===== src/design/aedl_pkg.sv =====
package aedl_pkg;

    localparam int READINGS  = 4;
    localparam int RD_W      = 16;
    localparam int SUM_W     = 18;
    localparam int GOOD_W    = 3;
    localparam int REM_W     = 20;
    localparam int DVS_W     = 21;
    localparam int CNT_W     = 4;
    localparam int AVG_STEPS = 16;
    localparam int LVL_STEPS = 4;
    localparam int CFG_IDX_W = 2;

    localparam logic [RD_W-1:0] TIMEOUT_TICKS = 16'hFFFF;
    localparam logic [3:0]      LEVEL_STEPS   = 4'd10;
    localparam logic [3:0]      LEVEL_TOP     = 4'd9;

    localparam logic [CFG_IDX_W-1:0] CFG_INIT_SAMPLES = 2'd0;
    localparam logic [CFG_IDX_W-1:0] CFG_RANGE_MARGIN = 2'd1;
    localparam logic [CFG_IDX_W-1:0] CFG_RECAL_PERIOD = 2'd2;

    typedef struct packed {
        logic [15:0] reading_a;
        logic [15:0] reading_b;
        logic [15:0] reading_c;
        logic [15:0] reading_d;
    } t_in_item;

    typedef struct packed {
        logic [7:0]  duty;
        logic [3:0]  level;
        logic        measured;
        logic [15:0] average_ticks;
    } t_out_item;

    function automatic logic [7:0] duty_of(input logic [3:0] lvl);
        logic [7:0] d;
        case (lvl)
            4'd0:    d = 8'd13;
            4'd1:    d = 8'd38;
            4'd2:    d = 8'd64;
            4'd3:    d = 8'd89;
            4'd4:    d = 8'd115;
            4'd5:    d = 8'd140;
            4'd6:    d = 8'd166;
            4'd7:    d = 8'd191;
            4'd8:    d = 8'd217;
            4'd9:    d = 8'd242;
            default: d = 8'd13;
        endcase
        return d;
    endfunction

endpackage


===== src/design/autoranging_echo_to_duty_level.sv =====
// Autoranging echo-time to duty level converter.
// Input channel (i_in_valid, i_in_data, o_in_stall): one beat carries four
// echo readings; a beat is taken when valid is high and stall is low.
// Output channel (o_out_valid, o_out_data, i_out_stall): one result beat per
// input beat, held in an output register until the receiver lowers stall.
// Configuration channel (i_cfg_valid, i_cfg_index, i_cfg_data, o_cfg_ready)
// writes init_samples, range_margin and recal_period; ready is always high.
// Each item runs through accumulation of its four readings, sixteen steps of
// a restoring divider for the average, range update in S_UPD, S_FIX and
// S_PREP and, unless the range is too narrow, four steps of the same divider
// for the level; no new beat is taken until the result is loaded. A round
// with no valid reading goes from accumulation straight to the final state.
// While an item is in work the input stall is high. A new item may enter
// while the previous result still waits; if it finishes before the receiver
// takes that result, it waits in the final state.
// Reset clears the calibrated range and the counters, sets the held duty to
// the level-0 duty, clears the output valid and restores the register defaults.
module autoranging_echo_to_duty_level (
    input  logic                                i_clk,
    input  logic                                i_rst_n,
    input  logic                                i_in_valid,
    input  aedl_pkg::t_in_item                  i_in_data,
    output logic                                o_in_stall,
    output logic                                o_out_valid,
    output aedl_pkg::t_out_item                 o_out_data,
    input  logic                                i_out_stall,
    input  logic                                i_cfg_valid,
    input  logic [aedl_pkg::CFG_IDX_W-1:0]      i_cfg_index,
    input  logic [15:0]                         i_cfg_data,
    output logic                                o_cfg_ready
);
    import aedl_pkg::*;

    localparam logic [2:0] S_IDLE = 3'd0;
    localparam logic [2:0] S_SUM  = 3'd1;
    localparam logic [2:0] S_DAVG = 3'd2;
    localparam logic [2:0] S_UPD  = 3'd3;
    localparam logic [2:0] S_FIX  = 3'd4;
    localparam logic [2:0] S_PREP = 3'd5;
    localparam logic [2:0] S_DLVL = 3'd6;
    localparam logic [2:0] S_DONE = 3'd7;

    logic [2:0]        r_state, n_state;
    logic [CNT_W-1:0]  r_cnt, n_cnt;
    logic [RD_W-1:0]   r_rd [READINGS];
    logic [RD_W-1:0]   n_rd [READINGS];
    logic [SUM_W-1:0]  r_sum, n_sum;
    logic [GOOD_W-1:0] r_good, n_good;
    logic [REM_W-1:0]  r_rem, n_rem;
    logic [DVS_W-1:0]  r_dvs, n_dvs;
    logic [15:0]       r_quo, n_quo;
    logic [15:0]       r_avg, n_avg;
    logic [3:0]        r_level, n_level;
    logic              r_measured, n_measured;
    logic [15:0]       r_lo, n_lo;
    logic [15:0]       r_hi, n_hi;
    logic [15:0]       r_round, n_round;
    logic [15:0]       r_samples, n_samples;
    logic [7:0]        r_held, n_held;
    logic [15:0]       r_init, n_init;
    logic [15:0]       r_margin, n_margin;
    logic [15:0]       r_recal, n_recal;
    logic              r_out_valid, n_out_valid;
    t_out_item         r_out, n_out;

    logic              w_ge;
    logic [REM_W-1:0]  w_diff;
    logic              w_plain;
    logic              w_recal;
    logic [16:0]       w_avg17;
    logic [16:0]       w_span17;
    logic [15:0]       w_clip;
    logic [15:0]       w_pos;
    logic [3:0]        w_q;

    always_comb begin
        w_ge     = {1'b0, r_rem} >= r_dvs;
        w_diff   = r_rem - r_dvs[REM_W-1:0];
        w_plain  = (r_samples < r_init) || (r_round >= r_recal);
        w_recal  = r_round >= r_recal;
        w_avg17  = {1'b0, r_quo};
        w_span17 = {1'b0, r_hi} - {1'b0, r_lo} + 17'd1;
        if (r_avg < r_lo) begin
            w_clip = r_lo;
        end else if (r_avg > r_hi) begin
            w_clip = r_hi;
        end else begin
            w_clip = r_avg;
        end
        w_pos = w_clip - r_lo;
        w_q   = '0;

        n_state     = r_state;
        n_cnt       = r_cnt;
        n_rd        = r_rd;
        n_sum       = r_sum;
        n_good      = r_good;
        n_rem       = r_rem;
        n_dvs       = r_dvs;
        n_quo       = r_quo;
        n_avg       = r_avg;
        n_level     = r_level;
        n_measured  = r_measured;
        n_lo        = r_lo;
        n_hi        = r_hi;
        n_round     = r_round;
        n_samples   = r_samples;
        n_held      = r_held;
        n_init      = r_init;
        n_margin    = r_margin;
        n_recal     = r_recal;
        n_out_valid = r_out_valid;
        n_out       = r_out;

        if (r_out_valid && !i_out_stall) begin
            n_out_valid = 1'b0;
        end

        if (i_cfg_valid) begin
            case (i_cfg_index)
                CFG_INIT_SAMPLES: n_init   = i_cfg_data;
                CFG_RANGE_MARGIN: n_margin = i_cfg_data;
                CFG_RECAL_PERIOD: n_recal  = i_cfg_data;
                default: ;
            endcase
        end

        case (r_state)
            S_IDLE: begin
                if (i_in_valid) begin
                    n_rd[0] = i_in_data.reading_a;
                    n_rd[1] = i_in_data.reading_b;
                    n_rd[2] = i_in_data.reading_c;
                    n_rd[3] = i_in_data.reading_d;
                    n_sum   = '0;
                    n_good  = '0;
                    n_cnt   = CNT_W'(READINGS - 1);
                    n_state = S_SUM;
                end
            end
            S_SUM: begin
                if (r_rd[0] != TIMEOUT_TICKS) begin
                    n_sum  = r_sum + SUM_W'(r_rd[0]);
                    n_good = r_good + GOOD_W'(1);
                end
                for (int i = 0; i < READINGS - 1; i++) begin
                    n_rd[i] = r_rd[i+1];
                end
                n_cnt = r_cnt - CNT_W'(1);
                if (r_cnt == '0) begin
                    n_measured = n_good != '0;
                    if (n_good == '0) begin
                        n_round = r_round + 16'd1;
                        n_state = S_DONE;
                    end else begin
                        n_rem   = REM_W'(n_sum);
                        n_dvs   = DVS_W'({n_good, 15'b0});
                        n_quo   = '0;
                        n_cnt   = CNT_W'(AVG_STEPS - 1);
                        n_state = S_DAVG;
                    end
                end
            end
            S_DAVG, S_DLVL: begin
                if (w_ge) begin
                    n_rem = w_diff;
                end
                n_quo = {r_quo[14:0], w_ge};
                n_dvs = r_dvs >> 1;
                n_cnt = r_cnt - CNT_W'(1);
                if (r_cnt == '0) begin
                    if (r_state == S_DAVG) begin
                        n_state = S_UPD;
                    end else begin
                        w_q     = (n_quo[3:0] > LEVEL_TOP) ? LEVEL_TOP : n_quo[3:0];
                        n_level = LEVEL_TOP - w_q;
                        n_state = S_DONE;
                    end
                end
            end
            S_UPD: begin
                n_avg = r_quo;
                if (w_plain) begin
                    if (r_quo < r_lo) begin
                        n_lo = r_quo;
                    end
                    if (r_quo > r_hi) begin
                        n_hi = r_quo;
                    end
                    n_samples = r_samples + 16'd1;
                    if (w_recal) begin
                        n_samples = '0;
                        n_lo      = 16'hFFFF;
                        n_hi      = '0;
                    end
                end else begin
                    if (w_avg17 + {1'b0, r_margin} < {1'b0, r_lo}) begin
                        n_lo = r_quo;
                    end
                    if (w_avg17 > {1'b0, r_hi} + {1'b0, r_margin}) begin
                        n_hi = r_quo;
                    end
                end
                n_round = w_recal ? 16'd1 : r_round + 16'd1;
                n_state = S_FIX;
            end
            S_FIX: begin
                if (r_hi <= r_lo) begin
                    n_hi = r_lo + 16'd1;
                end
                n_state = S_PREP;
            end
            S_PREP: begin
                if ({1'b0, r_hi} <= {1'b0, r_lo} + 17'd1) begin
                    n_level = '0;
                    n_state = S_DONE;
                end else begin
                    n_rem   = REM_W'(w_pos) * REM_W'(LEVEL_STEPS);
                    n_dvs   = DVS_W'({w_span17, 3'b0});
                    n_quo   = '0;
                    n_cnt   = CNT_W'(LVL_STEPS - 1);
                    n_state = S_DLVL;
                end
            end
            S_DONE: begin
                if (!r_out_valid || !i_out_stall) begin
                    n_out_valid = 1'b1;
                    n_out.measured = r_measured;
                    if (r_measured) begin
                        n_held              = duty_of(r_level);
                        n_out.duty          = duty_of(r_level);
                        n_out.level         = r_level;
                        n_out.average_ticks = r_avg;
                    end else begin
                        n_out.duty          = r_held;
                        n_out.level         = '0;
                        n_out.average_ticks = '0;
                    end
                    n_state = S_IDLE;
                end
            end
            default: begin
                n_state = S_IDLE;
            end
        endcase
    end

    always_ff @(posedge i_clk) begin
        if (!i_rst_n) begin
            r_state     <= S_IDLE;
            r_out_valid <= 1'b0;
            r_lo        <= 16'hFFFF;
            r_hi        <= '0;
            r_round     <= '0;
            r_samples   <= '0;
            r_held      <= duty_of('0);
            r_init      <= 16'd16;
            r_margin    <= 16'd1;
            r_recal     <= 16'd400;
        end else begin
            r_state     <= n_state;
            r_out_valid <= n_out_valid;
            r_lo        <= n_lo;
            r_hi        <= n_hi;
            r_round     <= n_round;
            r_samples   <= n_samples;
            r_held      <= n_held;
            r_init      <= n_init;
            r_margin    <= n_margin;
            r_recal     <= n_recal;
        end
    end

    always_ff @(posedge i_clk) begin
        r_cnt      <= n_cnt;
        r_rd       <= n_rd;
        r_sum      <= n_sum;
        r_good     <= n_good;
        r_rem      <= n_rem;
        r_dvs      <= n_dvs;
        r_quo      <= n_quo;
        r_avg      <= n_avg;
        r_level    <= n_level;
        r_measured <= n_measured;
        r_out      <= n_out;
    end

    assign o_in_stall  = r_state != S_IDLE;
    assign o_out_valid = r_out_valid;
    assign o_out_data  = r_out;
    assign o_cfg_ready = 1'b1;

endmodule


===== config.mk =====
export PLATFORM = sky130hd
export DESIGN_NAME = autoranging_echo_to_duty_level
export DESIGN_NICKNAME = d
export VERILOG_FILES = /design/src/design/aedl_pkg.sv /design/src/design/autoranging_echo_to_duty_level.sv
export SDC_FILE = /design/constraint.sdc
export NUM_CORES = 1
export LEC_CHECK = 0
export ABC_AREA = 1
export BUFFER_PORTS_ARGS = -buffer_cell sky130_fd_sc_hd__buf_2
export CAP_MARGIN = 40
export CORE_MARGIN = 4
export CORE_UTILIZATION = 60
export CTS_BUF_LIST = sky130_fd_sc_hd__clkbuf_4
export DETAILED_ROUTE_END_ITERATION = 6
export GPL_ROUTABILITY_DRIVEN = 0
export PLACE_DENSITY = 0.86
export SLEW_MARGIN = 25
export SYNTH_ARGS = -nofsm -noshare
export SYNTH_HDL_FRONTEND = slang
export SYNTH_SLANG_ARGS = --single-unit

===== constraint.sdc =====
create_clock -name i_clk -period 11.1 [get_ports i_clk]
set_input_delay 0.555 -clock i_clk [delete_from_list [all_inputs] [get_ports i_clk]]
set_output_delay 0.555 -clock i_clk [all_outputs]
set_load 0.02 [all_outputs]

### Word level (Yosys, flattened, before mapping)

Memories as Yosys holds them, arrays and structs flattened. A register that Yosys moved wholly into a read port is not among the register bits.
Index checks and enable logic that the tools add are counted.

| operators by class | value |
|---|---|
| add/subtract/negate cells | 14 |
| multiply operators | 1 |
| order comparisons | 12 |
| equality and inequality tests | 24 |
| multiplexer cells | 62 |
| reduce and logical (&&, ||, !) cells | 37 |

Operator list:

| kind | number |
|---|---|
| 16-bit 2-to-1 mux | 18 |
| 48-bit one-hot mux with 2 select lines | 1 |
| 20-bit 2-to-1 mux | 4 |
| 64-bit 2-to-1 mux | 1 |
| 16-bit one-hot mux with 2 select lines | 2 |
| 21-bit 2-to-1 mux | 3 |
| 21-bit one-hot mux with 3 select lines | 1 |
| 20-bit one-hot mux with 3 select lines | 1 |
| 16-bit by 1-bit adder with 16-bit output (second input constant) | 3 |
| 16-bit less-than comparator | 3 |
| 16-bit one-hot mux with 3 select lines | 1 |
| 18-bit 2-to-1 mux | 2 |
| 4-bit 2-to-1 mux | 9 |
| 18-bit one-hot mux with 2 select lines | 1 |
| 16-bit by 16-bit adder with 17-bit output | 2 |
| 16-bit > comparator | 2 |
| 3-bit 2-to-1 mux | 9 |
| 2-bit != test (second input constant) | 11 |
| 20-bit by 21-bit >= comparator with 1-bit output | 1 |
| 3-bit one-hot mux with 7 select lines | 1 |
| 20-bit subtractor | 1 |
| 16-bit by 3-bit multiplier with 19-bit output (second input constant) | 1 |
| 18-bit by 16-bit adder with 18-bit output | 1 |
| 16-bit by 1-bit adder with 17-bit output (second input constant) | 1 |
| other kinds (40) | 70 |

| word-level totals | value |
|---|---|
| bits in registers | 312 |
| ROM bits | 256 |
| input port bits | 87 |
| output and inout bits | 32 |
| logic and storage cells | 178 |
| memories kept | 2 |

Memory list:

| memory | words | width | read ports | clocked after Yosys merged registers in | wr ports | RTL line | text |
|---|---|---|---|---|---|---|---|
| (name not given) | 16 | 8 | 1 | 1 | 0 | aedl_pkg.sv:38 | `case (lvl)` |
| (name not given) | 16 | 8 | 1 | 1 | 0 | aedl_pkg.sv:38 |  |

### Logic depth before layout (Yosys ltp)

| depth | value |
|---|---|
| depth in word-level cells | 8 |
| gate-level depth with buffers | 38 |
| gate-level depth less buffers | 37 |

### Worst setup path before layout

No wires, ideal clock.

| path | value |
|---|---|
| path type | reg-to-reg |
| start point | register r_hi[15] |
| end point | register r_rem[17], data pin |
| setup time | 262 ps |
| data arrival time | 5188 ps |
| data required time | 10838 ps |
| setup slack | 5650 ps |
| cell stages (with the launch flop) | 34 |
| buffers on the path | 1 |
| period minus slack after synthesis | 5450 ps |
| path through | dfxtp_1 -> inv_1 -> ha_1 -> nand2_1 -> nor4_1 -> nand3_1 -> nand2_1 -> buf_1 -> nand2_1 -> o21ai_0 -> o21ai_0 -> ha_1 -> fa_1 -> o31ai_1 -> a31oi_1 -> inv_1 -> a21oi_1 -> nor2_1 -> nor2_1 -> xor2_1 -> inv_1 -> ha_1 -> ha_1 -> nand2_1 -> nor3_1 -> nand3_1 -> o2111ai_1 -> nand3_1 -> nand2_1 -> nand2_1 -> nand2_1 -> a21oi_1 -> o21ai_0 -> nand3_1 |

| between the ends | value |
|---|---|
| word-level cells in the longest chain between the ends | 7 |

Ends and longest elaborated chain:

| item | RTL line | text |
|---|---|---|
| start, declared | autoranging_echo_to_duty_level.sv:56 | `logic [15:0] r_hi, n_hi;` |
| start signal, assigned | autoranging_echo_to_duty_level.sv:264 | `r_hi <= n_hi;` |
| 16-bit > comparator | autoranging_echo_to_duty_level.sv:85 | `end else if (r_avg > r_hi) begin` |
| 16-bit 2-to-1 mux * | autoranging_echo_to_duty_level.sv:85 |  |
| 16-bit 2-to-1 mux * | autoranging_echo_to_duty_level.sv:83 | `if (r_avg < r_lo) begin` |
| 16-bit subtractor * | autoranging_echo_to_duty_level.sv:90 | `w_pos = w_clip - r_lo;` |
| 16-bit by 3-bit multiplier with 19-bit output * | autoranging_echo_to_duty_level.sv:218 | `n_rem = REM_W'(w_pos) * REM_W'(LEVEL_STEPS);` |
| 20-bit 2-to-1 mux * | autoranging_echo_to_duty_level.sv:214 | `if ({1'b0, r_hi} <= {1'b0, r_lo} + 17'd1) begin` |
| 20-bit one-hot mux with 3 select lines * | autoranging_echo_to_duty_level.sv:128 | `case (r_state)` |
| named net n_rem[17] | autoranging_echo_to_duty_level.sv:49 | `logic [REM_W-1:0] r_rem, n_rem;` |
| end signal, assigned | autoranging_echo_to_duty_level.sv:279 | `r_rem <= n_rem;` |
| end, declared | autoranging_echo_to_duty_level.sv:49 |  |

Mark *: on every way through the listed nets, which the timed path passes. The rest lies on a longest branch. The select of a mux whose other input is x is not followed.
A chain may end at the register's enable or synchronous reset.

### Worst setup path in the final report

| path | value |
|---|---|
| start point | register r_lo[7] |
| end point | register r_rem[17], data pin |

| between the ends | value |
|---|---|
| word-level cells in the longest chain between the ends | 6 |

Ends and longest elaborated chain:

| item | RTL line | text |
|---|---|---|
| start, declared | autoranging_echo_to_duty_level.sv:55 | `logic [15:0] r_lo, n_lo;` |
| start signal, assigned | autoranging_echo_to_duty_level.sv:263 | `r_lo <= n_lo;` |
| 16-bit less-than comparator | autoranging_echo_to_duty_level.sv:83 |  |
| 16-bit 2-to-1 mux | autoranging_echo_to_duty_level.sv:83 |  |
| 16-bit subtractor * | autoranging_echo_to_duty_level.sv:90 |  |
| 16-bit by 3-bit multiplier with 19-bit output * | autoranging_echo_to_duty_level.sv:218 |  |
| 20-bit 2-to-1 mux * | autoranging_echo_to_duty_level.sv:214 |  |
| 20-bit one-hot mux with 3 select lines * | autoranging_echo_to_duty_level.sv:128 |  |
| named net n_rem[17] | autoranging_echo_to_duty_level.sv:49 |  |

Marks and branches as above.

==> flow_summary.ini <==
[global_routing]
grt.overflow.total = 0
grt_pass1_wl_um = 110700
grt_pass1_vias = 22460
grt_max_degree = 87
antenna_found_initial = 1
grt_util_met2_pct = 50.12
grt_use_total_pct = 31.00
use_met1_pct = 39.03
use_met3_pct = 7.420
top_usage_layer = met2

[power]
power_density_mw_per_mm2 = 339.3
combPwrFrac_pct = 65.0
power_leakage_nw = 12.85
p_sw_w = 0.004649
clockPowerShare_pct = 12.1
power.share.switching_pct = 51.77
p_total_w = 0.008979
p_int_w = 0.004331
seqPwrFrac_pct = 22.9
ir_drop_uv = 329.6

[critical_path]
timing.rr.start = r_lo[7]$_SDFFE_PN1P_
path_buf_inv = 3
required_ns = 11.61
cp.arrival_ns = 7.47
cp-start-kind = register
cp_top_family = simple AND/OR/NAND/NOR gates
r2r-end = r_rem[17]$_DFFE_PP_
path_max_fanout = 28
end_kind = register
slowest_delay_ns = 0.67
crit_top_cell = nand2_1
slowest_stage = clkinv_1
rrSetupSlack_ns = 4.14
crit_type = reg -> reg
reg2reg_depth = 31

[cts]
cts_htree_levels = 3
post_cts_buffers = 0
cts_tree = built
cts_root_buf = clkbuf_4
clk_path_buf_depth = 3
ctsHoldBuffers = 41
path_clk_slew_ns = 0.07
clock_sink_count = 324
ctsResizeCount = 0
clk-insertion-delay-late_ns = 0.82
cts_buffers = 87

[logic_synthesis]
synthArstFlopShare_pct = 0
synth_top_family_by_area = simple AND/OR/NAND/NOR gates
synth-xor-area-share_pct = 3.193
synth_area_per_cell_sq_um = 7.741
synth_top_area_share_pct = 24.45
synth-simple-area-share_pct = 23.10
synthCells = 3078
synth_edf_count = 194
syn-num-nets = 3477
synth_cell_type_count = 62
yosysSeqAreaShare_pct = 35.37
synthFlopType = edfxtp_1
synth_compound_area_share_pct = 13.78
synth_adder_area_share_pct = 16.83
synth_common_cells = nand2_1 (633), inv_1 (384), ha_1 (298)
muxShareOfSynthArea_pct = 0.04201
syn-cell-area_sq_mm = 0.02383
ys_top_cells_by_area = edfxtp_1 (24%), ha_1 (16%), dfxtp_1 (11%)
yosysMostFrequentCell = nand2_1
yosysTopAreaCell = edfxtp_1
yosys_warnings = 0
synth_seq_cells = 324

[sta]
rsz0062_at_grt = no
worstMarginPinSlew_ns = 0.8599
hold_violations = 0
fin_tns_setup_ns = 0
max_slew_margin_pct = 42.67
setup_viol = 0
fin_worst_skew_ns = 0.07076
period_minus_slack_ns = 6.962
max_freq_mhz = 143.6
fin_crit_sh_pct = 62.72
finalMaxSlewViolations = 0

[placed_design]
placed_area_sq_mm = 0.02485
io_buffers = 117
post-dp-hpwl_um = 51070

[layout]
nets = 3663
final_cell_area_sq_mm = 0.02646
drive_above_1_share_pct = 9.634
areaGrowthSynthToFinish_pct = 11.06

[outcome]
status = finished clean

[worst_hold_path]
hold_class = in -> reg
hold_path_end = r_rd[43]$_DFFE_PP_
min_from = i_in_data[43]
hold-path-cell-count = 3

[drt]
drt_iter0_drc = 2595
drtPass1Iterations = 6
drc_errors = 0
wirelength_um = 69190
vias_per_cell = 5.965
num_vias = 22980
antenna_left = 0
wire_per_inst_um = 17.96

[die]
die_area_sq_mm = 0.04296
start_util_pct = 61.22
core_area_sq_mm = 0.03892
die_width_um = 207.3
die_h_um = 207.3
num_io_pins = 119
rows = 72

[flow_run]
max-cap-violations = 0
sequential cells by signal, indices dropped and copies added (netlist names), 18 cells and up, named ones only:
name / count
r_rd: 64
o_out_data: 28
r_dvs: 20
r_rem: 20
r_sum: 18
worst register-to-register path: cells and delay by family, from the launching register on:
family	cells	cell delay (ns)
adders and majority gates	4	1.40
AOI/OAI and AO/OA	8	1.54
xor gates and xnor gates	1	0.25
DFF	1	0.50
buffers and inverters	3	0.96
and+or+nand+nor	15	2.02
cell type report:
cell class	instances	area [sq um]
Tap cell	518	648.1
Fill cell	3107	12450
Timing Repair Buffer	178	1215
Sequential cell	324	8428
Multi-Input combinational cell	2279	13580
Antenna cell	2	5.005
Clock buffer	126	945.9
Clock inverter	31	166.4
Inverter	394	1479
routing by layer:
metal / vias up / wire length, um / share of wire, %
li1: 10890 / - / -
met1: 10480 / 26330 / 38
met2: 1324 / 31370 / 45
met3: 280 / 7877 / 11
met4: 0 / 3621 / 5.2
met5: - / 0 / 0
per-stage QoR:
| stage | instances | util, % | setup slack (ns) | hold WS (ns) |
|---|---|---|---|---|
| finish | 3852 | 68.00 | 4.138 | 0.05864 |
| global route | 3851 | 67.99 | 3.516 | 0.02059 |
| CTS | 3845 | 67.76 | 4.287 | 0.0009633 |
| detailed placement | 3647 | 63.85 | 4.354 | 0.4421 |
| global placement | 3645 | 63.76 | 4.723 | 0.4400 |
| floorplan | 3078 | - | 5.650 | 0.4216 |
power groups by stage:
stage	sequential [W]	combinational [W]	clock (W)
5_1_grt	0.00208	0.00649	0.00117
3_5_place_dp	0.00206	0.00560	0
4_1_cts	0.00204	0.00564	0.00110
3_3_place_gp	0.00204	0.00533	0
6_report	0.00206	0.00583	0.00109
2_1_floorplan	0.00195	0.00419	0
logic make-up after synthesis:
kind of cell    after synthesis
compound gates              599
mux                           1
xor+xnor                     86
fa+ha+maj                   312
flops                       324
simple gates               1280
buf+inv                     475
other cells                   1
cells in the final DEF, fill, tap and decap left out, types with 41 or more instances in the layout:
master,Yosys,layout
nand2_1,633,633
inv_1,384,382
ha_1,298,298
a21oi_1,279,279
nor2_1,273,271
nand3_1,225,225
o21ai_0,203,203
edfxtp_1,194,194
dfxtp_1,130,130
clkbuf_4,0,126
buf_2,12,117
xor2_1,56,56
nand4_1,50,50
dlygate4sd3_1,0,41
how the worst max path moves through the flow:
stage / end / startpoint / cells past startpoint / slack, ns
finish: r_rem[17]$_DFFE_PP_ / r_lo[7]$_SDFFE_PN1P_ / 31 / 4.14
global route: r_rem[17]$_DFFE_PP_ / r_lo[13]$_SDFFE_PN1P_ / 30 / 3.52
global placement: r_rem[16]$_DFFE_PP_ / r_hi[1]$_SDFFE_PN0P_ / 31 / 4.72
CTS: r_rem[17]$_DFFE_PP_ / r_hi[15]$_SDFFE_PN0P_ / 30 / 4.29
floorplan: r_rem[17]$_DFFE_PP_ / r_hi[15]$_SDFFE_PN0P_ / 33 / 5.65
detailed placement: r_rem[17]$_DFFE_PP_ / r_hi[1]$_SDFFE_PN0P_ / 30 / 4.35
Power figures use the tool's default switching activity.
